$ cat config.mk
export PLATFORM = sky130hd
export DESIGN_NAME = rc_link_frame_parser_core
export DESIGN_NICKNAME = d
export VERILOG_FILES = /design/src/rtl/rlfp_pkg.sv /design/src/rtl/rlfp_ram.sv /design/src/rtl/rlfp_unpack.sv /design/src/rtl/rc_link_frame_parser_core.sv
export SDC_FILE = /design/constraint.sdc
export NUM_CORES = 1
export LEC_CHECK = 0
export BUFFER_PORTS_ARGS = -buffer_cell sky130_fd_sc_hd__buf_2
export CORE_MARGIN = 2
export CORE_UTILIZATION = 45
export CTS_CLUSTER_DIAMETER = 40
export DETAILED_ROUTE_END_ITERATION = 12
export SLEW_MARGIN = 20
export SYNTH_ARGS = -nofsm -noshare
export SYNTH_HDL_FRONTEND = slang
export SYNTH_SLANG_ARGS = --single-unit
$ cat constraint.sdc
create_clock -name clock -period 8.95 [get_ports clock]
set_input_delay 1.79 -clock clock [delete_from_list [all_inputs] [get_ports clock]]
set_output_delay 1.79 -clock clock [all_outputs]
set_load 0.02 [all_outputs]
$ cat src/rtl/rlfp_pkg.sv
`timescale 1ns / 1ps
`default_nettype none

package rlfp_pkg;

   localparam int BYTE_W      = 8;
   localparam int LEN_W       = 7;
   localparam int CH_BITS     = 11;
   localparam int CH_IDX_W    = 4;
   localparam int KIND_W      = 3;
   localparam int ACC_W       = 18;
   localparam int NBITS_W     = 5;
   localparam int CSR_IDX_W   = 2;
   localparam int CSR_DATA_W  = 11;
   localparam int RDY_CNT_W   = 8;

   localparam logic [BYTE_W-1:0]   SYNC_BYTE     = 8'hC8;
   localparam logic [BYTE_W-1:0]   CRC_POLY      = 8'hD5;
   localparam logic [BYTE_W-1:0]   TYPE_CHANNELS = 8'h16;
   localparam logic [BYTE_W-1:0]   TYPE_STATS    = 8'h14;
   localparam logic [BYTE_W-1:0]   MIN_LEN       = 8'd2;
   localparam logic [LEN_W-1:0]    STATS_MIN_LEN = 7'd12;
   localparam logic [LEN_W-1:0]    LQ_POS        = 7'd3;
   localparam logic [LEN_W-1:0]    RF_POS        = 7'd6;
   localparam logic [LEN_W-1:0]    TYPE_POS      = 7'd0;
   localparam logic [CH_IDX_W-1:0] AUX_FIRST_CH  = 4'd4;
   localparam logic [RDY_CNT_W-1:0] GOOD_MAX     = 8'hFF;

   localparam logic [CH_BITS-1:0]   AUX_THR_RESET   = 11'd1100;
   localparam logic [RDY_CNT_W-1:0] RDY_CNT_RESET   = 8'd131;

   localparam logic [CSR_IDX_W-1:0] CSR_AUX_THRESHOLD = 2'd0;
   localparam logic [CSR_IDX_W-1:0] CSR_READY_COUNT   = 2'd1;

   localparam logic [KIND_W-1:0] KIND_CHANNEL    = 3'd0;
   localparam logic [KIND_W-1:0] KIND_STATS      = 3'd1;
   localparam logic [KIND_W-1:0] KIND_OTHER      = 3'd2;
   localparam logic [KIND_W-1:0] KIND_BAD_HEADER = 3'd3;
   localparam logic [KIND_W-1:0] KIND_CRC_ERROR  = 3'd4;

   typedef enum logic [1:0] {
      PH_HUNT = 2'd0,
      PH_LEN  = 2'd1,
      PH_BODY = 2'd2
   } parse_phase_type;

   typedef enum logic [1:0] {
      UP_IDLE = 2'd0,
      UP_READ = 2'd1,
      UP_DATA = 2'd2,
      UP_OUT  = 2'd3
   } unpack_phase_type;

   typedef struct packed {
      logic                busy;
      logic                valid;
      logic [CH_IDX_W-1:0] index;
      logic [CH_BITS-1:0]  value;
      logic                last;
   } chan_out_type;

   function automatic logic [BYTE_W-1:0] crc_next(input logic [BYTE_W-1:0] crc,
                                                  input logic [BYTE_W-1:0] data);
      logic [BYTE_W-1:0] c;
      c = crc ^ data;
      for (int i = 0; i < BYTE_W; i++) begin
         if (c[BYTE_W-1]) begin
            c = (c << 1) ^ CRC_POLY;
         end else begin
            c = c << 1;
         end
      end
      return c;
   endfunction

endpackage

`default_nettype wire

$ cat src/rtl/rlfp_ram.sv
`timescale 1ns / 1ps
`default_nettype none

module rlfp_ram #(
   parameter int WIDTH = 8,
   parameter int DEPTH = 64
) (
   input  wire logic                     clock,
   input  wire logic                     wr_en,
   input  wire logic [$clog2(DEPTH)-1:0] wr_addr,
   input  wire logic [WIDTH-1:0]         wr_data,
   input  wire logic [$clog2(DEPTH)-1:0] rd_addr,
   output logic      [WIDTH-1:0]         rd_data
);

   logic [WIDTH-1:0] mem_ff [DEPTH];
   logic [WIDTH-1:0] rd_data_ff;

   always_ff @(posedge clock) begin
      if (wr_en) begin
         mem_ff[wr_addr] <= wr_data;
      end
      rd_data_ff <= mem_ff[rd_addr];
   end

   assign rd_data = rd_data_ff;

endmodule

`default_nettype wire

$ cat src/rtl/rlfp_unpack.sv
`timescale 1ns / 1ps
`default_nettype none

module rlfp_unpack
   import rlfp_pkg::*;
#(
   parameter int CHANNELS = 16,
   parameter int ADDR_W   = 6
) (
   input  wire logic              clock,
   input  wire logic              reset,
   input  wire logic              start,
   input  wire logic              take,
   output logic      [ADDR_W-1:0] rd_addr,
   input  wire logic [BYTE_W-1:0] rd_data,
   output chan_out_type           stat
);

   unpack_phase_type     phase_ff, phase_in;
   logic [ACC_W-1:0]     acc_ff, acc_in;
   logic [NBITS_W-1:0]   nbits_ff, nbits_in;
   logic [ADDR_W-1:0]    ptr_ff, ptr_in;
   logic [CH_IDX_W-1:0]  ch_ff, ch_in;
   logic                 ch_last;
   logic [NBITS_W-1:0]   nbits_add;
   logic [NBITS_W-1:0]   nbits_sub;

   assign ch_last   = (ch_ff == CH_IDX_W'(CHANNELS - 1));
   assign nbits_add = nbits_ff + NBITS_W'(BYTE_W);
   assign nbits_sub = nbits_ff - NBITS_W'(CH_BITS);

   always_ff @(posedge clock) begin
      if (reset) begin
         phase_ff <= UP_IDLE;
      end else begin
         phase_ff <= phase_in;
      end
      acc_ff   <= acc_in;
      nbits_ff <= nbits_in;
      ptr_ff   <= ptr_in;
      ch_ff    <= ch_in;
   end

   always_comb begin
      phase_in = phase_ff;
      acc_in   = acc_ff;
      nbits_in = nbits_ff;
      ptr_in   = ptr_ff;
      ch_in    = ch_ff;
      unique case (phase_ff)
         UP_IDLE: begin
            if (start) begin
               acc_in   = '0;
               nbits_in = '0;
               ptr_in   = ADDR_W'(1);
               ch_in    = '0;
               phase_in = UP_READ;
            end
         end
         UP_READ: begin
            phase_in = UP_DATA;
         end
         UP_DATA: begin
            acc_in   = acc_ff | (ACC_W'(rd_data) << nbits_ff);
            nbits_in = nbits_add;
            ptr_in   = ptr_ff + ADDR_W'(1);
            phase_in = (nbits_add >= NBITS_W'(CH_BITS)) ? UP_OUT : UP_READ;
         end
         UP_OUT: begin
            if (take) begin
               if (ch_last) begin
                  phase_in = UP_IDLE;
               end else begin
                  ch_in    = ch_ff + CH_IDX_W'(1);
                  acc_in   = acc_ff >> CH_BITS;
                  nbits_in = nbits_sub;
                  phase_in = (nbits_sub >= NBITS_W'(CH_BITS)) ? UP_OUT : UP_READ;
               end
            end
         end
         default: phase_in = UP_IDLE;
      endcase
   end

   assign rd_addr = ptr_ff;

   always_comb begin
      stat.busy  = (phase_ff != UP_IDLE);
      stat.valid = (phase_ff == UP_OUT);
      stat.index = ch_ff;
      stat.value = acc_ff[CH_BITS-1:0];
      stat.last  = ch_last;
   end

endmodule

`default_nettype wire

$ cat src/rtl/rc_link_frame_parser_core.sv
// Parser for a sync/length/type/payload/CRC-8 serial RC link stream. One received
// byte is taken per request; bytes that complete nothing are taken every cycle
// while the channel unpacker is idle, and a byte that ends a frame or carries the
// length is also held off while the single output register still holds an unread
// response. Type and payload bytes go into a frame memory with separate write and
// read ports while the CRC-8 (poly 0xD5) runs one byte per cycle. After the CRC byte
// of a good channel frame, the input stalls while the channel unpacker walks the
// frame memory, reading each byte and then appending it to an 18-bit bit buffer, and
// gives one response per channel. Every other frame end or bad length gives a single
// response. The frame memory needs no clearing pass after reset.
`timescale 1ns / 1ps
`default_nettype none

module rc_link_frame_parser_core
   import rlfp_pkg::*;
#(
   parameter int MAX_FRAME_LEN = 64,
   parameter int CHANNELS      = 16
) (
   input  wire logic                  clock,
   input  wire logic                  reset,
   input  wire logic                  req_valid,
   output logic                       req_stall,
   input  wire logic [BYTE_W-1:0]     req_rx_byte,
   output logic                       rsp_valid,
   input  wire logic                  rsp_stall,
   output logic      [KIND_W-1:0]     rsp_result_kind,
   output logic      [CH_IDX_W-1:0]   rsp_channel_index,
   output logic      [CH_BITS-1:0]    rsp_channel_value,
   output logic                       rsp_aux_high,
   output logic      [BYTE_W-1:0]     rsp_frame_type,
   output logic      [BYTE_W-1:0]     rsp_link_quality,
   output logic      [BYTE_W-1:0]     rsp_radio_mode,
   output logic                       rsp_link_ready,
   output logic                       rsp_bind_active,
   output logic                       rsp_last,
   input  wire logic                  csr_write_en,
   input  wire logic [CSR_IDX_W-1:0]  csr_index,
   input  wire logic [CSR_DATA_W-1:0] csr_wdata
);

   localparam int ADDR_W   = $clog2(MAX_FRAME_LEN);
   localparam int CH_BYTES = (CHANNELS * CH_BITS + 7) / 8;

   parse_phase_type        phase_ff, phase_in;
   logic [LEN_W-1:0]       frame_len_ff, frame_len_in;
   logic [LEN_W-1:0]       byte_count_ff, byte_count_in;
   logic [BYTE_W-1:0]      crc_ff, crc_in;
   logic [BYTE_W-1:0]      type_ff, type_in;
   logic [BYTE_W-1:0]      lq_ff, lq_in;
   logic [BYTE_W-1:0]      rf_ff, rf_in;
   logic [RDY_CNT_W-1:0]   good_ff, good_in;
   logic                   ready_ff, ready_in;
   logic                   bind_ff, bind_in;
   logic [CH_BITS-1:0]     aux_thr_ff;
   logic [RDY_CNT_W-1:0]   rdy_cnt_ff;

   logic                   rsp_valid_ff;
   logic [KIND_W-1:0]      kind_ff, kind_in;
   logic [CH_IDX_W-1:0]    idx_ff, idx_in;
   logic [CH_BITS-1:0]     val_ff, val_in;
   logic                   aux_ff, aux_in;
   logic [BYTE_W-1:0]      otype_ff, otype_in;
   logic [BYTE_W-1:0]      olq_ff, olq_in;
   logic [BYTE_W-1:0]      orf_ff, orf_in;
   logic                   ordy_ff, ordy_in;
   logic                   obind_ff, obind_in;
   logic                   olast_ff, olast_in;
   logic                   res_load;

   logic                   req_accept;
   logic                   out_free;
   logic                   body_more;
   logic                   may_respond;
   logic                   wr_en;
   logic                   up_start;
   logic                   up_take;
   logic [ADDR_W-1:0]      rd_addr;
   logic [BYTE_W-1:0]      rd_data;
   logic [RDY_CNT_W-1:0]   good_inc;
   chan_out_type           up_stat;

   assign out_free    = !rsp_valid_ff || !rsp_stall;
   assign body_more   = (LEN_W'(byte_count_ff + LEN_W'(1)) < frame_len_ff);
   assign may_respond = (phase_ff == PH_LEN) || ((phase_ff == PH_BODY) && !body_more);
   assign req_stall   = up_stat.busy || (may_respond && !out_free);
   assign req_accept  = req_valid && !req_stall;
   assign up_take     = up_stat.valid && out_free;
   assign good_inc    = (good_ff == GOOD_MAX) ? good_ff : good_ff + RDY_CNT_W'(1);

   rlfp_ram #(
      .WIDTH (BYTE_W),
      .DEPTH (MAX_FRAME_LEN)
   ) u_store (
      .clock   (clock),
      .wr_en   (wr_en),
      .wr_addr (byte_count_ff[ADDR_W-1:0]),
      .wr_data (req_rx_byte),
      .rd_addr (rd_addr),
      .rd_data (rd_data)
   );

   rlfp_unpack #(
      .CHANNELS (CHANNELS),
      .ADDR_W   (ADDR_W)
   ) u_unpack (
      .clock   (clock),
      .reset   (reset),
      .start   (up_start),
      .take    (up_take),
      .rd_addr (rd_addr),
      .rd_data (rd_data),
      .stat    (up_stat)
   );

   always_ff @(posedge clock) begin
      if (reset) begin
         phase_ff      <= PH_HUNT;
         frame_len_ff  <= '0;
         byte_count_ff <= '0;
         crc_ff        <= '0;
         good_ff       <= '0;
         ready_ff      <= 1'b0;
         bind_ff       <= 1'b1;
         aux_thr_ff    <= AUX_THR_RESET;
         rdy_cnt_ff    <= RDY_CNT_RESET;
         rsp_valid_ff  <= 1'b0;
      end else begin
         phase_ff      <= phase_in;
         frame_len_ff  <= frame_len_in;
         byte_count_ff <= byte_count_in;
         crc_ff        <= crc_in;
         good_ff       <= good_in;
         ready_ff      <= ready_in;
         bind_ff       <= bind_in;
         if (csr_write_en) begin
            case (csr_index)
               CSR_AUX_THRESHOLD: aux_thr_ff <= csr_wdata;
               CSR_READY_COUNT:   rdy_cnt_ff <= csr_wdata[RDY_CNT_W-1:0];
               default: ;
            endcase
         end
         if (out_free) begin
            rsp_valid_ff <= res_load;
         end
      end
      type_ff <= type_in;
      lq_ff   <= lq_in;
      rf_ff   <= rf_in;
      if (out_free && res_load) begin
         kind_ff  <= kind_in;
         idx_ff   <= idx_in;
         val_ff   <= val_in;
         aux_ff   <= aux_in;
         otype_ff <= otype_in;
         olq_ff   <= olq_in;
         orf_ff   <= orf_in;
         ordy_ff  <= ordy_in;
         obind_ff <= obind_in;
         olast_ff <= olast_in;
      end
   end

   always_comb begin
      phase_in      = phase_ff;
      frame_len_in  = frame_len_ff;
      byte_count_in = byte_count_ff;
      crc_in        = crc_ff;
      type_in       = type_ff;
      lq_in         = lq_ff;
      rf_in         = rf_ff;
      good_in       = good_ff;
      ready_in      = ready_ff;
      bind_in       = bind_ff;
      wr_en         = 1'b0;
      up_start      = 1'b0;
      res_load      = 1'b0;
      kind_in       = KIND_OTHER;
      idx_in        = '0;
      val_in        = '0;
      aux_in        = 1'b0;
      otype_in      = '0;
      olq_in        = '0;
      orf_in        = '0;
      ordy_in       = ready_ff;
      obind_in      = !ready_ff;
      olast_in      = 1'b1;

      if (up_stat.valid) begin
         res_load = 1'b1;
         kind_in  = KIND_CHANNEL;
         idx_in   = up_stat.index;
         val_in   = up_stat.value;
         aux_in   = (up_stat.index >= AUX_FIRST_CH) && (up_stat.value > aux_thr_ff);
         otype_in = type_ff;
         ordy_in  = ready_ff;
         obind_in = bind_ff;
         olast_in = up_stat.last;
      end

      if (req_accept) begin
         unique case (phase_ff)
            PH_HUNT: begin
               if (req_rx_byte == SYNC_BYTE) begin
                  phase_in = PH_LEN;
               end
            end
            PH_LEN: begin
               if ((req_rx_byte > BYTE_W'(MAX_FRAME_LEN)) || (req_rx_byte < MIN_LEN)) begin
                  phase_in = PH_HUNT;
                  res_load = 1'b1;
                  kind_in  = KIND_BAD_HEADER;
               end else begin
                  frame_len_in  = req_rx_byte[LEN_W-1:0];
                  byte_count_in = '0;
                  crc_in        = '0;
                  phase_in      = PH_BODY;
               end
            end
            PH_BODY: begin
               if (body_more) begin
                  wr_en         = 1'b1;
                  crc_in        = crc_next(crc_ff, req_rx_byte);
                  byte_count_in = byte_count_ff + LEN_W'(1);
                  if (byte_count_ff == TYPE_POS) type_in = req_rx_byte;
                  if (byte_count_ff == LQ_POS)   lq_in   = req_rx_byte;
                  if (byte_count_ff == RF_POS)   rf_in   = req_rx_byte;
               end else begin
                  phase_in = PH_HUNT;
                  otype_in = type_ff;
                  if (crc_ff != req_rx_byte) begin
                     res_load = 1'b1;
                     kind_in  = KIND_CRC_ERROR;
                  end else begin
                     if (good_inc > rdy_cnt_ff) begin
                        ready_in = 1'b1;
                        good_in  = rdy_cnt_ff;
                        bind_in  = 1'b0;
                     end else begin
                        good_in  = good_inc;
                        bind_in  = 1'b1;
                     end
                     ordy_in  = ready_in;
                     obind_in = bind_in;
                     if ((type_ff == TYPE_CHANNELS) &&
                         (frame_len_ff >= LEN_W'(CH_BYTES + 2))) begin
                        up_start = 1'b1;
                     end else if ((type_ff == TYPE_STATS) &&
                                  (frame_len_ff >= STATS_MIN_LEN)) begin
                        res_load = 1'b1;
                        kind_in  = KIND_STATS;
                        olq_in   = lq_ff;
                        orf_in   = rf_ff;
                     end else begin
                        res_load = 1'b1;
                        kind_in  = KIND_OTHER;
                     end
                  end
               end
            end
            default: phase_in = PH_HUNT;
         endcase
      end
   end

   assign rsp_valid         = rsp_valid_ff;
   assign rsp_result_kind   = kind_ff;
   assign rsp_channel_index = idx_ff;
   assign rsp_channel_value = val_ff;
   assign rsp_aux_high      = aux_ff;
   assign rsp_frame_type    = otype_ff;
   assign rsp_link_quality  = olq_ff;
   assign rsp_radio_mode    = orf_ff;
   assign rsp_link_ready    = ordy_ff;
   assign rsp_bind_active   = obind_ff;
   assign rsp_last          = olast_ff;

   a_unpack_holds_input: assert property (@(posedge clock) disable iff (reset)
      up_stat.busy |-> req_stall)
      else $error("request accepted while channels are unpacked");

   a_body_count_in_range: assert property (@(posedge clock) disable iff (reset)
      (phase_ff == PH_BODY) |-> (byte_count_ff < frame_len_ff))
      else $error("byte count ran past frame length");

   a_channel_fields_zero: assert property (@(posedge clock) disable iff (reset)
      (rsp_valid && (rsp_result_kind != KIND_CHANNEL)) |->
         ((rsp_channel_index == '0) && (rsp_channel_value == '0) && !rsp_aux_high))
      else $error("channel fields set on a non-channel response");

   a_aux_only_upper: assert property (@(posedge clock) disable iff (reset)
      (rsp_valid && rsp_aux_high) |-> (rsp_channel_index >= AUX_FIRST_CH))
      else $error("aux bit set on a stick channel");

endmodule

`default_nettype wire

==> flow_summary.json, run 1 <==
{
  "drv_slew": 0,
  "routed_wl_um": 61800,
  "rsz0062_at_grt": "no",
  "synthAdderAreaFrac_pct": 1.75,
  "p_per_area_nw_per_um2": 228,
  "post-route-period-util_pct": 57.4,
  "worstSetupStartpoint": "byte_count_ff[3]$_SDFFE_PP0P_",
  "cts_resized": 0,
  "clkTransAtPathRegs_ps": 60,
  "power.share.switching_pct": 20.0,
  "comb_power_share_pct": 1.4,
  "postCtsHoldBufs": 0,
  "dp_cells": 2416,
  "yosysWarnings": 0,
  "path_buf_inv": 1,
  "p_clk_share_pct": 51.7,
  "dp_hpwl_um": 38700,
  "synth_edf_count": 615,
  "synthToLayoutAreaGrowth_pct": 16.1,
  "setup-tns-final_ps": 0,
  "synth_flop_cell": "edfxtp_1",
  "grt-ovfl-total": 0,
  "timing.final.ws_setup_ps": 3810,
  "routabilityCongestion": 0.864,
  "cp_slowest_stage_delay_ps": 650,
  "r2r-end": "u_store.mem_ff[11][6]$_DFFE_PP_",
  "setup_violations": 0,
  "htreeDepth": 3,
  "path_delay_family": "compound AO/OA/AOI/OAI gates",
  "fin_cells": 2593,
  "ir_drop_uv": 204,
  "internal_power_mw": 5.89,
  "synth_simple_gate_area_share_pct": 6.29,
  "fin_crit_ps": 5140,
  "synth_mux_area_share_pct": 14.6,
  "synthXorXnorAreaFrac_pct": 1.32,
  "arrival_ps": 3350,
  "ios": 74,
  "cts.sinks": 679,
  "coreArea_um2": 61500,
  "critPathLaunchType": "flip-flop",
  "grtUsageTotal_pct": 19.8,
  "p_sw_mw": 1.47,
  "hold_depth": 2,
  "start_util_pct": 45.3,
  "cp.depth": 10,
  "max_freq_mhz": 195,
  "synth_top_family_by_area": "multiplexers",
  "post_cts_buffers": 0,
  "crit_chain": "nand2_1 > nor2_1 > xor2_1 > ha_1 > nand2_1 > o21ai_0 > a21o_1 > a21oi_1 > o21ai_0 > buf_2",
  "worstSetupEndpointType": "output port",
  "port_buffers": 73,
  "ys_seq_elements": 679,
  "clock_skew_ps": 25.2,
  "dieArea_um2": 63900,
  "cts.path.max_buffers": 3,
  "grt_max_degree": 110,
  "root_buffer": "clkbuf_16",
  "drc_errors": 0,
  "wire_per_inst_um": 23.8,
  "required_ps": 7160,
  "drive_gt1_share_pct": 23.9,
  "antenna_left": 0,
  "p_seq_share_pct": 46.9,
  "firstDrtPassIters": 7,
  "regToRegSetupSlack_ps": 4410,
  "endpoint": "req_stall",
  "crit_type": "reg -> out",
  "antenna_found_initial": 0,
  "hold_viol": 0,
  "seq_area_frac_synth_pct": 70.9,
  "die_x_um": 253,
  "ff2ff_path_depth": 11,
  "yosys.cell_types.count": 56,
  "nets": 1788,
  "leakage_nw": 10.7,
  "critPathMaxFanout": 15,
  "pre_cts_slack_ps": 3950,
  "syn_nets": 1672,
  "syn_avg_cell_area_um2": 17.3,
  "viasPerCell": 5.64,
  "slew_headroom_pct": 25.1,
  "drv_cap": 0,
  "chipHeight_um": 253,
  "row_count": 91,
  "mappedNetlistArea_um2": 27900,
  "async_flop_share_pct": 0,
  "netlist_instances": 1607,
  "tightest_slew_ps": 1120,
  "drtIter0Drc": 1157,
  "cts_buffers": 95,
  "grt_pass1_vias": 14800,
  "hold_ws_ps": 460,
  "vias": 14600,
  "cts_tree": "done",
  "status": "finished clean",
  "synth_compound_area_share_pct": 3.41,
  "grt_pass1_wl_um": 93100,
  "timing.rr.start": "byte_count_ff[3]$_SDFFE_PP0P_",
  "hold_class": "reg -> reg",
  "crit_slowest_cell": "dfxtp_1",
  "clkLatencyLatePin_ps": 640
}
per-layer routing:
layer	GRT usage (%)	up-vias	part of all wire [%]
met1	27.8	7498	44
li1	-	6567	-
met5	0	-	0
met4	6.76	0	2.4
met2	31.5	451	48
met3	3.41	98	5.6
per-stage QoR:
| stage | util, % | total power [mW] | area [um^2] |
|---|---|---|---|
| after floorplan | - | 3.56 | 27900 |
| after global placement | 47.3 | 3.62 | 29100 |
| after detailed placement | 47.3 | 3.62 | 29100 |
| after CTS | 52.6 | 7.43 | 32300 |
| after global routing | 52.6 | 7.57 | 32400 |
| final | 52.6 | 7.36 | 32400 |
worst min-delay path: cells and delay by family (launching register included):
kind | cells | cell delay, ps
compound gates | 1 | 50
flops | 1 | 310
simple gates | 1 | 50
cells by family after synthesis:
| family | count (synthesis) |
|---|---|
| AOI/OAI and AO/OA | 155 |
| xor gates and xnor gates | 39 |
| adders and majority gates | 39 |
| buffers and inverters | 114 |
| DFF | 679 |
| muxes | 200 |
| and+or+nand+nor | 381 |
state kept, by name, summed over array words and instances (netlist names), 4 cells and up:
signal / count
rsp_link_quality: 8
u_unpack.ch_ff: 4
crc_ff: 8
rsp_channel_value: 11
lq_ff: 8
u_unpack.nbits_ff: 5
u_unpack.rd_addr: 6
rdy_cnt_ff: 8
u_store.mem_ff: 512
rsp_frame_type: 8
rsp_channel_index: 4
u_unpack.acc_ff: 18
byte_count_ff: 7
rsp_radio_mode: 8
type_ff: 8
rf_ff: 8
frame_len_ff: 7
good_ff: 8
u_store.rd_data: 8
aux_thr_ff: 11
how the worst min path moves through the flow:
stage | end | start
2_1_floorplan | aux_thr_ff[1]$_SDFFE_PP0P_ | aux_thr_ff[1]$_SDFFE_PP0P_
3_3_place_gp | aux_thr_ff[4]$_SDFFE_PP0P_ | aux_thr_ff[4]$_SDFFE_PP0P_
3_5_place_dp | aux_thr_ff[1]$_SDFFE_PP0P_ | aux_thr_ff[1]$_SDFFE_PP0P_
4_1_cts | aux_thr_ff[1]$_SDFFE_PP0P_ | aux_thr_ff[1]$_SDFFE_PP0P_
5_1_grt | aux_thr_ff[1]$_SDFFE_PP0P_ | aux_thr_ff[1]$_SDFFE_PP0P_
6_report | aux_thr_ff[1]$_SDFFE_PP0P_ | aux_thr_ff[1]$_SDFFE_PP0P_
synthesized netlist by cell type, types with 2 or more instances:
library cell	number	area, um^2
o22ai_1	2	12.5
nand3b_1	4	30.0
inv_1	39	146
mux2_2	7	78.8
a31oi_1	6	37.5
a2111oi_0	2	17.5
clkbuf_1	44	165
edfxtp_1	615	18500
nand2b_1	7	43.8
o211ai_1	5	37.5
a221oi_1	2	17.5
xor2_1	16	140
and2_1	23	144
dfxtp_1	64	1280
xnor3_1	2	45.0
a211oi_1	11	82.6
mux2i_1	29	290
o21ai_1	2	10.0
buf_6	6	67.6
and3_1	27	169
o21ai_0	26	130
nand3_1	27	135
nor2b_1	21	131
mux4_2	164	3690
a22oi_1	11	82.6
nor2_1	166	623
a21o_1	8	60.1
xnor2_1	21	184
ha_1	39	488
nor3_1	8	40.0
a21oi_1	63	315
nand2_1	82	308
o31a_1	3	26.3
a32o_1	2	20.0
nand4_1	3	18.8
buf_1	11	41.3
buf_2	13	65.1
o21a_1	5	37.5
nor3b_1	3	22.5
nor4_1	2	12.5
power by group through the flow:
stage	sequential, mW	clock [mW]	combinational, mW
floorplan	3.52	0	0.0417
global placement	3.52	0	0.101
detailed placement	3.52	0	0.106
CTS	3.45	3.87	0.106
global route	3.45	4.00	0.116
finish	3.45	3.80	0.104
layout make-up:
type	instances	area (um^2)
Antenna cell	1	2.50
Timing Repair Buffer	94	556
Clock inverter	67	781
Inverter	39	146
Fill cell	4893	29100
Tap cell	790	988
Sequential cell	679	19700
Multi-Input combinational cell	814	7650
Clock buffer	109	2480
layout by cell type, fill, tap and decap left out, drive strengths merged, types with 4 or more instances in the layout:
cell      count
a22oi        11
mux4        164
nand3b        4
a21o          8
o211ai        5
o21a          5
o21ai        28
a31oi         6
buf          94
a21oi        63
edfxtp      615
bufinv       14
inv          53
nor3          8
clkbuf      109
ha           39
nor2        167
xnor2        21
dfxtp        64
nand3        27
nand2b        7
nor2b        21
xor2         16
a211oi       11
mux2          7
nand2        82
mux2i        29
and3         27
clkinvlp     16
and2         23
clkinv       23
Note: power is estimated with default switching activity, not from simulation.
==> run 2: changes to the inputs <==
Clock period 8.95 ns to 4.49 ns, I/O delays scaled along.
==> run 2 against run 1 <==
Effect of this change: global-route usage grew 1.5 points; die area is the same; setup slack lost 3400 ps; sequential share of layout area shrank 1.4 points; combinational power grew 120%; non-clock buffer count grew 77; sequential power grew 100%.
==> flow_summary.json, run 2 (same netlist as run 1, synthesis figures left out) <==
{
  "status": "finished clean",
  "hold_viol": 0,
  "timing.final.ws_setup_ps": 422,
  "nFillCells": 4794,
  "pre_cts_slack_ps": 495,
  "top_register": "u_store.mem_ff",
  "slew_headroom_pct": 33.7,
  "antenna_found_initial": 5,
  "multi_input_area_um2": 7630,
  "total_power_mw": 14.9,
  "crit_type": "reg -> reg",
  "drv_cap": 0,
  "leakage_nw": 11.2,
  "met3WireLength_um": 4360,
  "grtUsageTotal_pct": 21.3,
  "wire_per_inst_um": 24.8,
  "ios": 74,
  "clkTransAtPathRegs_ps": 50,
  "dieArea_um2": 63900,
  "chipHeight_um": 253,
  "grt_pass1_vias": 15200,
  "grt_pass1_wl_um": 99500,
  "grt_max_degree": 69,
  "cts.path.max_buffers": 3,
  "seq_area_um2": 19700,
  "coreArea_um2": 61500,
  "nets": 1866,
  "reg_top3": "u_store.mem_ff: 512 flops, u_unpack.acc_ff: 18 flops",
  "routed_wl_um": 66300,
  "final_common_cell": "edfxtp_1",
  "htreeDepth": 3,
  "max_freq_mhz": 246,
  "setup_violations": 0,
  "fin_cells": 2676,
  "wl_met2_um": 32000,
  "postCtsHoldBufs": 0,
  "cts_buffers": 96,
  "cts_tree": "done",
  "start_util_pct": 45.3,
  "required_ps": 4760,
  "clock_skew_ps": 23.2,
  "root_buffer": "clkbuf_16",
  "largest_reg_flops": 512,
  "p_per_area_nw_per_um2": 450,
  "post-route-period-util_pct": 90.6,
  "critPathLaunchType": "flip-flop",
  "viasPerCell": 5.65,
  "grt-ovfl-total": 0,
  "die_x_um": 253,
  "hold_class": "reg -> reg",
  "row_count": 91,
  "drv_slew": 0,
  "routabilityCongestion": 0.850,
  "fin_crit_ps": 4070,
  "vias": 15100,
  "antenna_left": 0,
  "tightest_slew_ps": 995,
  "rsz0062_at_grt": "no",
  "layout_common_cells": "edfxtp_1, nor2_1, mux4_2",
  "wl_met1_um": 28100,
  "drc_errors": 0,
  "dp_hpwl_um": 42800,
  "port_buffers": 73,
  "post_cts_buffers": 0,
  "arrival_ps": 4340,
  "synthToLayoutAreaGrowth_pct": 18.8,
  "drive_gt1_share_pct": 27.3,
  "critPathMaxFanout": 9,
  "firstDrtPassIters": 5,
  "ir_drop_uv": 335,
  "drtIter0Drc": 1473,
  "worstSetupEndpointType": "flip-flop",
  "setup-tns-final_ps": 0,
  "cts_resized": 0,
  "dp_cells": 2493,
  "top_layer": "met5",
  "clkLatencyLatePin_ps": 650,
  "cts.sinks": 679
}
run 2: changes by cell type in the layout (fill, tap and decap cells not counted), sizes merged:
cell and change:
clkbuf -1, clkinv +12, buf +77, clkinvlp -6, diode +1
run 2: worst max-delay path, stage by stage, from the launching register on:
cell     delay (ps)
dfxtp_1         490
ha_1            240
nand3_1          80
nor2_1          130
xor2_1          210
ha_1            280
a21oi_1         130
o21ai_0         110
a21o_1          230
or3_1           460
nor2_1          310
nand2_1         410
nor2_1          620
run 2: metrics by stage:
step / cell area, um^2 / hold slack (ps) / util (%)
floorplan: 27900 / 436 / -
global placement: 29700 / 448 / 48.3
detailed placement: 29700 / 453 / 48.3
CTS: 33100 / 459 / 53.8
global route: 33100 / 486 / 53.8
finish: 33100 / 458 / 53.8
run 2: worst paths after layout:
check	end	slack (ps)	cells past startpoint	start
max	u_store.mem_ff[17][3]$_DFFE_PP_	420	12	byte_count_ff[1]$_SDFFE_PP0P_
min	aux_thr_ff[1]$_SDFFE_PP0P_	460	2	aux_thr_ff[1]$_SDFFE_PP0P_
max reg2reg	u_store.mem_ff[17][3]$_DFFE_PP_	420	12	byte_count_ff[1]$_SDFFE_PP0P_
min reg2reg	aux_thr_ff[1]$_SDFFE_PP0P_	460	2	aux_thr_ff[1]$_SDFFE_PP0P_
run 2: area by class of cell:
cell class                      count  share of cell area, %
Antenna cell                        2                 0.0151
Clock buffer                      108                   7.56
Clock inverter                     73                   2.69
Inverter                           39                  0.442
Multi-Input combinational cell    814                   23.1
Sequential cell                   679                   59.7
Tap cell                          790                   2.99
Timing Repair Buffer              171                   3.55
run 2: report_power, final:
group | switching [mW] | internal (mW) | total [mW]
Clock | 2.89 | 4.89 | 7.77
Sequential | 0.00314 | 6.88 | 6.89
Combinational | 0.168 | 0.0568 | 0.225
run 2: routing by layer:
metal / global-route usage, % / up-vias
met5: 0 / -
met4: 7.95 / 2
met3: 4.55 / 104
met2: 33.7 / 538
met1: 29.4 / 7763
li1: - / 6722
==> run 3: changes to the inputs <==
Settings changed: ABC_AREA from default to 1.
Clock period 4.49 ns to 3.33 ns, I/O delays scaled along.
==> run 3 against run 2 <==
Effect of this change: routed wire length is 18% higher; critical path type is now reg -> out; clock power is 40% higher; sequential cell count stayed put; critical path depth is 2 higher; non-clock buffer count is 44 higher; worst hold slack worse by 180 ps; global-route usage is 2.4 points higher; power is 46% higher; register-to-register slack worse by 260 ps; cell area is 3.6% higher; sequential power is 37% higher; utilization is 0.72 points higher.
==> flow_summary.json, run 3 <==
{
  "clkTransAtPathRegs_ps": 50,
  "critPathLaunchType": "flip-flop",
  "synth.area.top_cells": "edfxtp_1, o21ai_0, nor2_1",
  "slew_headroom_pct": 29.6,
  "crit_chain": "buf_6 > buf_4 > inv_1 > ha_1 > ha_1 > nand3_1 > nand2_1 > nand4_1 > nand2_2 > nand2_4 > nand2_2 > nand2_2 > nand2_2 > buf_6",
  "viasPerCell": 5.60,
  "grt_pass1_vias": 20100,
  "cts.path.max_buffers": 3,
  "cts_tree": "done",
  "dp_hpwl_um": 48800,
  "ys_seq_elements": 679,
  "hold_class": "in -> reg",
  "required_ps": 2660,
  "grt_max_degree": 260,
  "dp_cells": 3423,
  "start_util_pct": 45.3,
  "critPathMaxFanout": 4,
  "yosys.cell_types.count": 43,
  "status": "finished clean",
  "worstSetupEndpointType": "output port",
  "drtIter0Drc": 2357,
  "post-route-period-util_pct": 99.0,
  "cts.sinks": 679,
  "p_per_area_nw_per_um2": 635,
  "drv_cap": 0,
  "htreeDepth": 3,
  "drive_gt1_share_pct": 15.4,
  "setup_violations": 0,
  "rsz0062_at_grt": "yes",
  "async_flop_share_pct": 0,
  "cts_buffers": 97,
  "clkLatencyLatePin_ps": 640,
  "syn_avg_cell_area_um2": 11.4,
  "reg_top3": "u_store.mem_ff: 512 flops, u_unpack.acc_ff: 18 flops",
  "nets": 2751,
  "path_common_cell": "nand2_2",
  "synth_edf_count": 615,
  "antenna_left": 0,
  "layout_common_cells": "edfxtp_1, nor2_1, o21ai_0",
  "drc_errors": 0,
  "synth_common_cells": "edfxtp_1, nor2_1, o21ai_0",
  "largest_reg_flops": 512,
  "antenna_found_initial": 1,
  "firstDrtPassIters": 5,
  "syn_nets": 2568,
  "top_register": "u_store.mem_ff",
  "synth_top_area_cell": "edfxtp_1",
  "tightest_slew_ps": 1060,
  "grt-ovfl-total": 0,
  "postCtsHoldBufs": 0,
  "crit_type": "reg -> out",
  "drv_slew": 0,
  "routed_wl_um": 78300,
  "leakage_nw": 12.1,
  "coreArea_um2": 62900,
  "fin_area_um2": 34300,
  "clock_skew_ps": 18.7,
  "synth_flop_cell": "edfxtp_1",
  "synthToLayoutAreaGrowth_pct": 20.4,
  "netlist_instances": 2503,
  "hold_viol": 0,
  "wire_per_inst_um": 21.7,
  "yosysMostFrequentCell": "edfxtp_1",
  "row_count": 92,
  "seq_area_frac_synth_pct": 69.4,
  "hold_depth": 3,
  "max_freq_mhz": 303,
  "fin_crit_ps": 3300,
  "vias": 20200,
  "ios": 74,
  "chipHeight_um": 256,
  "ir_drop_uv": 400,
  "root_buffer": "clkbuf_16",
  "dieArea_um2": 65300,
  "nFillCells": 5337,
  "grtUsageTotal_pct": 23.7,
  "routabilityCongestion": 0.897,
  "die_x_um": 256,
  "dpl-instance-area_um2": 30600,
  "crit_slowest_cell": "dfxtp_4",
  "final_common_cell": "edfxtp_1",
  "arrival_ps": 2630,
  "ff2ff_path_depth": 16,
  "cp_slowest_stage_delay_ps": 350,
  "grt_pass1_wl_um": 119000,
  "synth_top_area_share_pct": 64.9,
  "mappedNetlistArea_um2": 28500,
  "port_buffers": 73,
  "yosysWarnings": 0,
  "fin_cells": 3612
}
run 3: cell types whose count changed after synthesis, sizes merged, moves of 74 or more:
| cell | change |
|---|---|
| o21ai | +308 |
| nor2 | +248 |
| nand2 | +245 |
| mux4 | -164 |
| inv | +116 |
| o22ai | +74 |
run 3: power breakdown:
group	internal, mW	switching, mW	total, mW
registers	9.38	0.0635	9.45
logic	0.379	0.990	1.37
clock network	6.94	4.00	10.9
run 3: timing repair:
item	CTS	global route
buffers inserted	8	1
endpoints found under the setup margin	33	591
hold endpoints to repair	0	0
gates cloned	0	1
gates resized for setup	11	27
pin swaps	6	8
run 3: metrics by stage:
| stage | hold WS [ps] | setup TNS (ps) | util [%] | setup WS (ps) | power, mW |
|---|---|---|---|---|---|
| 2_1_floorplan | 430 | 0 | - | 5.17 | 10.4 |
| 3_3_place_gp | 444 | -1540 | 48.6 | -62.1 | 10.9 |
| 3_5_place_dp | 450 | -259 | 48.6 | -16.6 | 11.0 |
| 4_1_cts | 236 | 0 | 54.4 | 15.4 | 21.9 |
| 5_1_grt | 260 | -1050 | 54.5 | -123 | 22.4 |
| 6_report | 276 | 0 | 54.5 | 34.4 | 21.8 |
run 3: layout make-up:
| cell class | count | area (um^2) | area share (%) |
|---|---|---|---|
| antenna | 2 | 5.00 | 0.0146 |
| tap | 846 | 1060 | 3.09 |
| clock buffer | 103 | 2490 | 7.27 |
| inverter | 159 | 604 | 1.76 |
| sequential | 679 | 19800 | 57.6 |
| clock inverter | 74 | 1010 | 2.93 |
| multi-input combinational | 1534 | 7740 | 22.6 |
| timing repair buffer | 215 | 1610 | 4.70 |
run 3: logic make-up after synthesis:
logic type	synth area share, %
adders and majority gates	1.71
DFF	69.4
buffers and inverters	3.92
AOI/OAI and AO/OA	11.7
and+or+nand+nor	12.7
muxes	0.0703
xor gates and xnor gates	0.554
run 3: path summary, 6_finish.rpt:
kind                                  from                               to  slack, ps
min                          csr_wdata[10]      aux_thr_ff[10]$_SDFFE_PP1P_        280
max          byte_count_ff[1]$_SDFFE_PP0P_                        req_stall         30
min reg2reg           bind_ff$_SDFFE_PP1P_             bind_ff$_SDFFE_PP1P_        460
max reg2reg  byte_count_ff[0]$_SDFFE_PP0P_  u_store.mem_ff[32][6]$_DFFE_PP_        160
run 3: metal layers:
metal  vias to the layer above  wire length (um)  GRT usage [%]  share of wire (%)
li1                       9378                 -              -                  -
met3                       170              6390           5.20                8.2
met4                         0              2790           8.79                3.6
met1                      9857             32400           31.9                 41
met2                       831             36700           37.9                 47
met5                         -                 0              0                  0
run 3: worst max-delay path, delay by kind of cell, from the launching register on:
family / cells / cell delay (ps)
AND/OR/NAND/NOR: 8 / 600
adder cells (fa/ha/maj): 2 / 560
buffers and inverters: 4 / 480
flip-flops: 1 / 350
